`src/design/pjb_pkg.sv`:
```
// Package for the packet jitter buffer: op and result codes, scan accumulator
// and table write command types. No dependencies.
`timescale 1ns / 1ps

package pjb_pkg;

    // Widths sized for the largest supported table (256 entries)
    localparam int IDX_W = 8;
    localparam int CNT_W = 9;
    localparam int SEQ_W = 32;
    localparam int TS_W  = 32;
    localparam int HD_W  = 16;

    // Item ops (input tuser)
    localparam logic [1:0] OP_PUSH  = 2'd0;
    localparam logic [1:0] OP_POP   = 2'd1;
    localparam logic [1:0] OP_FLUSH = 2'd2;

    // Result kinds (output tuser)
    localparam logic [2:0] KIND_STORED  = 3'd0;
    localparam logic [2:0] KIND_LATE    = 3'd1;
    localparam logic [2:0] KIND_EVICTED = 3'd2;
    localparam logic [2:0] KIND_NOTHING = 3'd3;
    localparam logic [2:0] KIND_FRAME   = 3'd4;
    localparam logic [2:0] KIND_CONCEAL = 3'd5;
    localparam logic [2:0] KIND_FLUSHED = 3'd6;

    // Accumulator handed from cell to cell during a table scan
    typedef struct packed {
        logic [CNT_W-1:0] cnt;       // valid entries seen so far
        logic             min_vld;
        logic [SEQ_W-1:0] min_seq;
        logic [IDX_W-1:0] min_idx;
        logic [TS_W-1:0]  min_ts;
        logic [HD_W-1:0]  min_hd;
        logic             hit_vld;   // entry whose sequence equals the key
        logic [IDX_W-1:0] hit_idx;
        logic [TS_W-1:0]  hit_ts;
        logic [HD_W-1:0]  hit_hd;
        logic             free_vld;  // first empty entry
        logic [IDX_W-1:0] free_idx;
    } t_acc;

    // Table update broadcast to all cells at the end of an item
    typedef struct packed {
        logic             clr;
        logic             kill_en;
        logic [IDX_W-1:0] kill_idx;
        logic             wr_en;
        logic [IDX_W-1:0] wr_idx;
        logic [SEQ_W-1:0] seq;
        logic [TS_W-1:0]  ts;
        logic [HD_W-1:0]  hd;
    } t_cmd;

endpackage

```
`src/design/pjb_cell.sv`:
```
// One table entry of the jitter buffer plus one stage of the scan chain.
// Depends on pjb_pkg.
`timescale 1ns / 1ps

module pjb_cell #(
    parameter int CELL_IDX = 0
) (
    input  logic                  i_clk,
    input  logic                  i_rst_n,
    input  logic [31:0]           i_key,
    input  logic                  i_tok,
    input  pjb_pkg::t_acc         i_acc,
    input  pjb_pkg::t_cmd         i_cmd,
    output logic                  o_tok,
    output pjb_pkg::t_acc         o_acc
);

    localparam logic [pjb_pkg::IDX_W-1:0] MY_IDX = pjb_pkg::IDX_W'(CELL_IDX);

    logic        r_vld;
    logic [31:0] r_seq;
    logic [31:0] r_ts;
    logic [15:0] r_hd;
    logic        r_tok;
    pjb_pkg::t_acc r_acc;
    pjb_pkg::t_acc n_acc;

    always_comb begin
        n_acc = i_acc;
        if (r_vld) begin
            n_acc.cnt = i_acc.cnt + pjb_pkg::CNT_W'(1);
            if (!i_acc.min_vld || (r_seq < i_acc.min_seq)) begin
                n_acc.min_vld = 1'b1;
                n_acc.min_seq = r_seq;
                n_acc.min_idx = MY_IDX;
                n_acc.min_ts  = r_ts;
                n_acc.min_hd  = r_hd;
            end
            if (!i_acc.hit_vld && (r_seq == i_key)) begin
                n_acc.hit_vld = 1'b1;
                n_acc.hit_idx = MY_IDX;
                n_acc.hit_ts  = r_ts;
                n_acc.hit_hd  = r_hd;
            end
        end else if (!i_acc.free_vld) begin
            n_acc.free_vld = 1'b1;
            n_acc.free_idx = MY_IDX;
        end
    end

    always_ff @(posedge i_clk) begin
        if (!i_rst_n) begin
            r_tok <= 1'b0;
        end else begin
            r_tok <= i_tok;
        end
        r_acc <= n_acc;
    end

    // entry storage; a write wins over an eviction of the same slot
    always_ff @(posedge i_clk) begin
        if (!i_rst_n) begin
            r_vld <= 1'b0;
        end else if (i_cmd.clr) begin
            r_vld <= 1'b0;
        end else if (i_cmd.wr_en && (i_cmd.wr_idx == MY_IDX)) begin
            r_vld <= 1'b1;
        end else if (i_cmd.kill_en && (i_cmd.kill_idx == MY_IDX)) begin
            r_vld <= 1'b0;
        end
        if (i_cmd.wr_en && !i_cmd.clr && (i_cmd.wr_idx == MY_IDX)) begin
            r_seq <= i_cmd.seq;
            r_ts  <= i_cmd.ts;
            r_hd  <= i_cmd.hd;
        end
    end

    assign o_tok = r_tok;
    assign o_acc = r_acc;

endmodule

```
`config.mk`:
```
export PLATFORM = sky130hd
export DESIGN_NAME = pjb_cell
export DESIGN_NICKNAME = d
export VERILOG_FILES = /design/src/design/pjb_pkg.sv /design/src/design/pjb_cell.sv
export SDC_FILE = /design/constraint.sdc
export NUM_CORES = 1
export LEC_CHECK = 0
export ABC_AREA = 1
export BUFFER_PORTS_ARGS = -buffer_cell sky130_fd_sc_hd__buf_2
export CORE_AREA = 2 2 178 180
export CTS_BUF_LIST = sky130_fd_sc_hd__clkbuf_16
export CTS_CLUSTER_DIAMETER = 50
export DETAILED_ROUTE_END_ITERATION = 6
export DIE_AREA = 0 0 180 182
export GPL_TIMING_DRIVEN = 0
export SYNTH_ARGS = -nofsm -noshare
export SYNTH_HDL_FRONTEND = slang
export SYNTH_SLANG_ARGS = --single-unit
```
`constraint.sdc`:
```
create_clock -name i_clk -period 4.6 [get_ports i_clk]
set_input_delay 0.23 -clock i_clk [delete_from_list [all_inputs] [get_ports i_clk]]
set_output_delay 0.23 -clock i_clk [all_outputs]
set_load 0.02 [all_outputs]
```
==> Word-level counts from Yosys, hierarchy flattened <==
Index checks and enable logic that the tools add are counted.
{ "totals": {"register_bits": 246, "in_bits": 298} }
{ "classes": {"addsub": 1, "order_cmp": 1, "eq_ne": 1, "muxes": 7, "bitwise_logic": 1, "n_reduce_logical": 13} }
{ "ops": {"columns": ["cell", "count"], "rows": [
  ["$mux W155", 1],
  ["$mux W89", 1],
  ["$mux W57", 1],
  ["$eq A32 B32 Y1", 1],
  ["$lt A32 B32 Y1", 1],
  ["$logic_not A8 Y1", 2],
  ["$add A9 B1 Y9 const B", 1],
  ["$mux W9", 1],
  ["$mux W8", 1],
  ["$logic_and A1 B1 Y1", 5],
  ["$logic_not A1 Y1", 3],
  ["$mux W1", 2],
  ["$reduce_bool A2 Y1", 1],
  ["$reduce_or A2 Y1", 1],
  ["$logic_or A1 B1 Y1", 1],
  ["$not A1 Y1", 1]
]} }

==> Depth between registers and ports, before layout <==
{ "logic_depth": {"ltp_word": 4, "mapped_depth": 17, "mapped_depth_nobuf": 16} }

==> Worst setup path before layout <==
No wires, ideal clock.
{ "synth_path": {"path_kind": "input port to flip-flop", "from": "input port i_cmd[80] (netlist bit)", "to": "register r_hd[0], enable pin", "arrival_ns": 4.152, "required_time_ns": 4.079, "path_slack_ns": -0.073, "cell_stages": 5, "path_buffers": 0, "cell_sequence": "nor4_1 > and3_1 > and2_1 > inv_1 > nor2_1"} }
{ "synth_via": {"elab_chain_cells": 2} }
{ "synth_lines": {"columns": ["element", "line_no", "text"], "rows": [
  ["start: declaration", "pjb_cell.sv:13", "input pjb_pkg::t_cmd i_cmd,"],
  ["$logic_not A8 Y1", "pjb_cell.sv:71", "if (i_cmd.wr_en && !i_cmd.clr && (i_cmd.wr_idx == MY_IDX)) begin"],
  ["$logic_and A1 B1 Y1", "pjb_cell.sv:71", null],
  ["end signal: assignment", "pjb_cell.sv:74", "r_hd <= i_cmd.hd;"],
  ["end: declaration", "pjb_cell.sv:23", "logic [15:0] r_hd;"]
]} }
No other way between the ends.
A chain may end at the register's enable or synchronous reset.

==> flow_summary.toml <==
[run_status]
run_status = "completed"

[die]
placeable_core_region_mm2 = 0.03099
die_area_mm2 = 0.03276
die_h_um = 182
core.rowCount = 65
ioPinCount = 463
floorplan.initialDensity_pct = 30.12
die_x_um = 180

[clocking]
post_cts_setup_bufs = 0
cts-root-buf = "sky130_fd_sc_hd__clkbuf_16"
cts_htree_levels = 2
cts_tree = "done"
insertion_delay_to_the_later_sink_of_the_worst_skew_pair_ns = 0.51
clk_transition_reported_paths_ns = 0.06
cts_hold_repair.buffers = 245
clock_path_buffers = 3
clkSinkCount = 246
numCtsBuffers = 35
post_cts_resized = 0

[setup_path]
type_of_element_capturing_the_critical_path = "flop"
setup.worst_path.class = "flop to flop"
critical_path_arrival_ns = 3.30
cp_top_delay_family = "simple AND/OR/NAND/NOR gates"
crit_path_cell_trace = "ha_1, nand2_1, inv_1, nand2_1, a31oi_1, nor2_1, nand2_1, nand2_1, nand2_1, nand2_2, nand2_1, buf_2, nand2_1, nand2_1"
cp_slowest_stage_delay_ns = 0.49
worst_ep_required_time_ns = 5.05
worst-path-buf-inv = 2
critical_path.most_common_cell = "sky130_fd_sc_hd__nand2_1"
crit_path_start_kind = "flop"
critPathMaxFanout = 10
ff2ff_setup_slack_ns = 1.75
crit_slowest_cell = "sky130_fd_sc_hd__nand2_1"

[cells_and_area]
layout.cells.non_filler = 2169
final_std_cell_area_no_fill_mm2 = 0.01584
drive_above_1_share_pct = 31.56
finalNetCount = 2068
nFillCells = 2783
area.growth.synth_to_final_pct = 69.72

[route]
drc = 0
number_of_drc_violations_after_detailed_routing_iteration_0 = 555
antenna_violating_nets_left = 0
viasPerCell = 4.553
detailedRoute.firstPassIterationCount = 5
vias = 9875
route.final.wire_length_um = 38140
avgRoutedWirePerCell_um = 17.59

[timing]
clock.fmax_ghz = 0.3509
max_slew.worst_pin.slew_ns = 0.9643
timing_hold_violations_final = 0
finalSetupViolCount = 0
slew_headroom_pct = 35.71
timing.final.crit_share_pct = 61.95
finalSetupTns_ns = 0
timing.final.crit_period_ns = 2.850
final_max_tran_viols = 0
rsz_0062_raised_after_global_routing = "no"
finalClockSkew_ns = 0.01277

[yosys]
async_flop_share_pct = 0
ranking_of_synthesized_cells_by_area = "sky130_fd_sc_hd__dfxtp_1, sky130_fd_sc_hd__edfxtp_1, sky130_fd_sc_hd__nand2_1"
ys_warn_count = 0
synth_most_common_cell = "sky130_fd_sc_hd__nand2_1"
number_of_nets_in_the_synthesized_netlist = 1321
synth_top_cell_area_share_pct = 35.60
netlist_instances = 991
yosys-top-cells-count = "sky130_fd_sc_hd__nand2_1, sky130_fd_sc_hd__dfxtp_1, sky130_fd_sc_hd__nand3_1"
primary_flip_flop_cell_chosen_by_synthesis_mapping = "sky130_fd_sc_hd__dfxtp_1"
ys_ff_latch = 246
synth_area_mm2 = 0.009334
postSynthAreaPerCell_um2 = 9.419
synth_area_leader_cell = "sky130_fd_sc_hd__dfxtp_1"
synth_edf_count = 80
synth-seq-area-share_pct = 61.34
netlist-cell-type-count = 38

[pwr]
power.clock.fraction_pct = 46.9
swShare_pct = 24.85
p_per_area_mw_per_mm2 = 355.2
share_comb_of_total_power_pct = 11.5
share_seq_of_total_power_pct = 41.6
power_switching_mw = 1.398
internal_power_mw = 4.229
leak_pwr_nw = 7.822
ir_drop_mv = 0.3316
fin_total_pwr_mw = 5.627

[placed_design]
postPlaceCellArea_mm2 = 0.01222
place_inst = 1858
finalWeightedCongestion = 0.8747
buffer_ports.inserted = 462
hpwlAfterDp_um = 27150

[global_route]
number_of_global_route_vias_before_repair = 10320
grtUsageTotal_pct = 22.42
grt_remaining_overflow = 0
maximum_number_of_pins_on_one_net_before_global_route_repair = 30
grt_pass1_wl_um = 56980
antenna_found_initial = 2

[run]
drv.max_cap_violation_count = 0

[min_path]
min-delay-path-class = "input port to flop"
## path summary, 6_finish.rpt
check,startpoint,end,cells past startpoint
setup / recovery,r_seq[11],o_acc[74],14
hold / removal,i_acc[157],o_acc[157],5
setup reg to reg,r_seq[11],o_acc[74],14
hold reg to reg,r_ts[5],o_acc[87],2
## layout by cell type (no fill, tap or decap), types with 7 or more instances in the layout
master                          Yosys  final
sky130_fd_sc_hd__inv_2              7      7
sky130_fd_sc_hd__a21boi_0           8      8
sky130_fd_sc_hd__edfxtp_1          80     80
sky130_fd_sc_hd__clkbuf_1          25     25
sky130_fd_sc_hd__inv_1             78     85
sky130_fd_sc_hd__o21ai_1            7      7
sky130_fd_sc_hd__nand4_1           52     52
sky130_fd_sc_hd__clkbuf_16          0     38
sky130_fd_sc_hd__nor2_1            39     38
sky130_fd_sc_hd__nand3_1           92     92
sky130_fd_sc_hd__a21oi_1           15     15
sky130_fd_sc_hd__xor2_1             9      9
sky130_fd_sc_hd__ha_1              32     32
sky130_fd_sc_hd__dlygate4sd3_1      0    245
sky130_fd_sc_hd__xnor2_1           11     11
sky130_fd_sc_hd__dfxtp_1          166    166
sky130_fd_sc_hd__nand2_1          314    314
sky130_fd_sc_hd__buf_2             16    478
## kinds of logic (layout without fill, tap and decap cells)
kind of cell | count (synthesis) | count (layout) | synth area share, %
AO/OA/AOI/OAI | 44 | 44 | 2.775
XOR/XNOR | 20 | 20 | 1.877
adder cells (fa/ha/maj) | 32 | 32 | 4.290
buffers and inverters | 134 | 908 | 5.885
flip-flops | 246 | 246 | 61.34
other | 0 | 2 | 0
AND/OR/NAND/NOR | 515 | 515 | 23.83
## power groups by stage
stage,Combinational [mW],Sequential (mW),Clock [mW]
global route,0.697,2.35,2.79
finish,0.648,2.34,2.64
detailed placement,0.469,2.39,0
global placement,0.464,2.39,0
CTS,0.639,2.34,2.69
floorplan,0.115,2.48,0
## worst register-to-register path, stage by stage (launching register included)
cell                       delay, ns
sky130_fd_sc_hd__edfxtp_1       0.45
sky130_fd_sc_hd__ha_1           0.33
sky130_fd_sc_hd__nand2_1        0.06
sky130_fd_sc_hd__inv_1          0.08
sky130_fd_sc_hd__nand2_1        0.05
sky130_fd_sc_hd__a31oi_1        0.15
sky130_fd_sc_hd__nor2_1         0.06
sky130_fd_sc_hd__nand2_1        0.15
sky130_fd_sc_hd__nand2_1        0.08
sky130_fd_sc_hd__nand2_1        0.07
sky130_fd_sc_hd__nand2_2        0.21
sky130_fd_sc_hd__nand2_1        0.49
sky130_fd_sc_hd__buf_2          0.44
sky130_fd_sc_hd__nand2_1        0.11
sky130_fd_sc_hd__nand2_1        0.08
## final cells by class
type / instances / area [um2] / area share, %
multi-input combinational: 611 / 3067 / 19.36
timing repair buffer: 710 / 4832 / 30.50
clock inverter: 26 / 209.0 / 1.319
inverter: 86 / 322.8 / 2.038
buffer: 48 / 226.5 / 1.430
clock buffer: 38 / 950.9 / 6.003
tap: 402 / 503.0 / 3.175
sequential: 246 / 5725 / 36.14
antenna: 2 / 5.005 / 0.03159
## sequential cells by signal, summed over array words and instances, names as in the netlist
| name | cells |
|---|---|
| o_acc | 164 |
| r_seq | 32 |
| r_ts | 32 |
| r_hd | 16 |
| o_tok | 1 |
| r_vld | 1 |
## through the flow
stage	setup slack, ns	util [%]	hold slack [ns]
floorplan	1.325	-	0.3061
global placement	-0.4012	39.22	0.4074
detailed placement	1.699	39.45	0.4081
CTS	1.683	51.11	0.004294
global route	1.532	51.12	0.02369
finish	1.750	51.12	0.03707
## per-layer routing
metal  track usage (%)  share of wire, %  up-vias
li1                  -                 -     4762
met3             4.673               6.6       91
met2             40.46                50      447
met5                 0                 0        -
met1             25.99                39     4575
met4             8.683               3.6        0
Note: power is estimated with default switching activity, not from simulation.
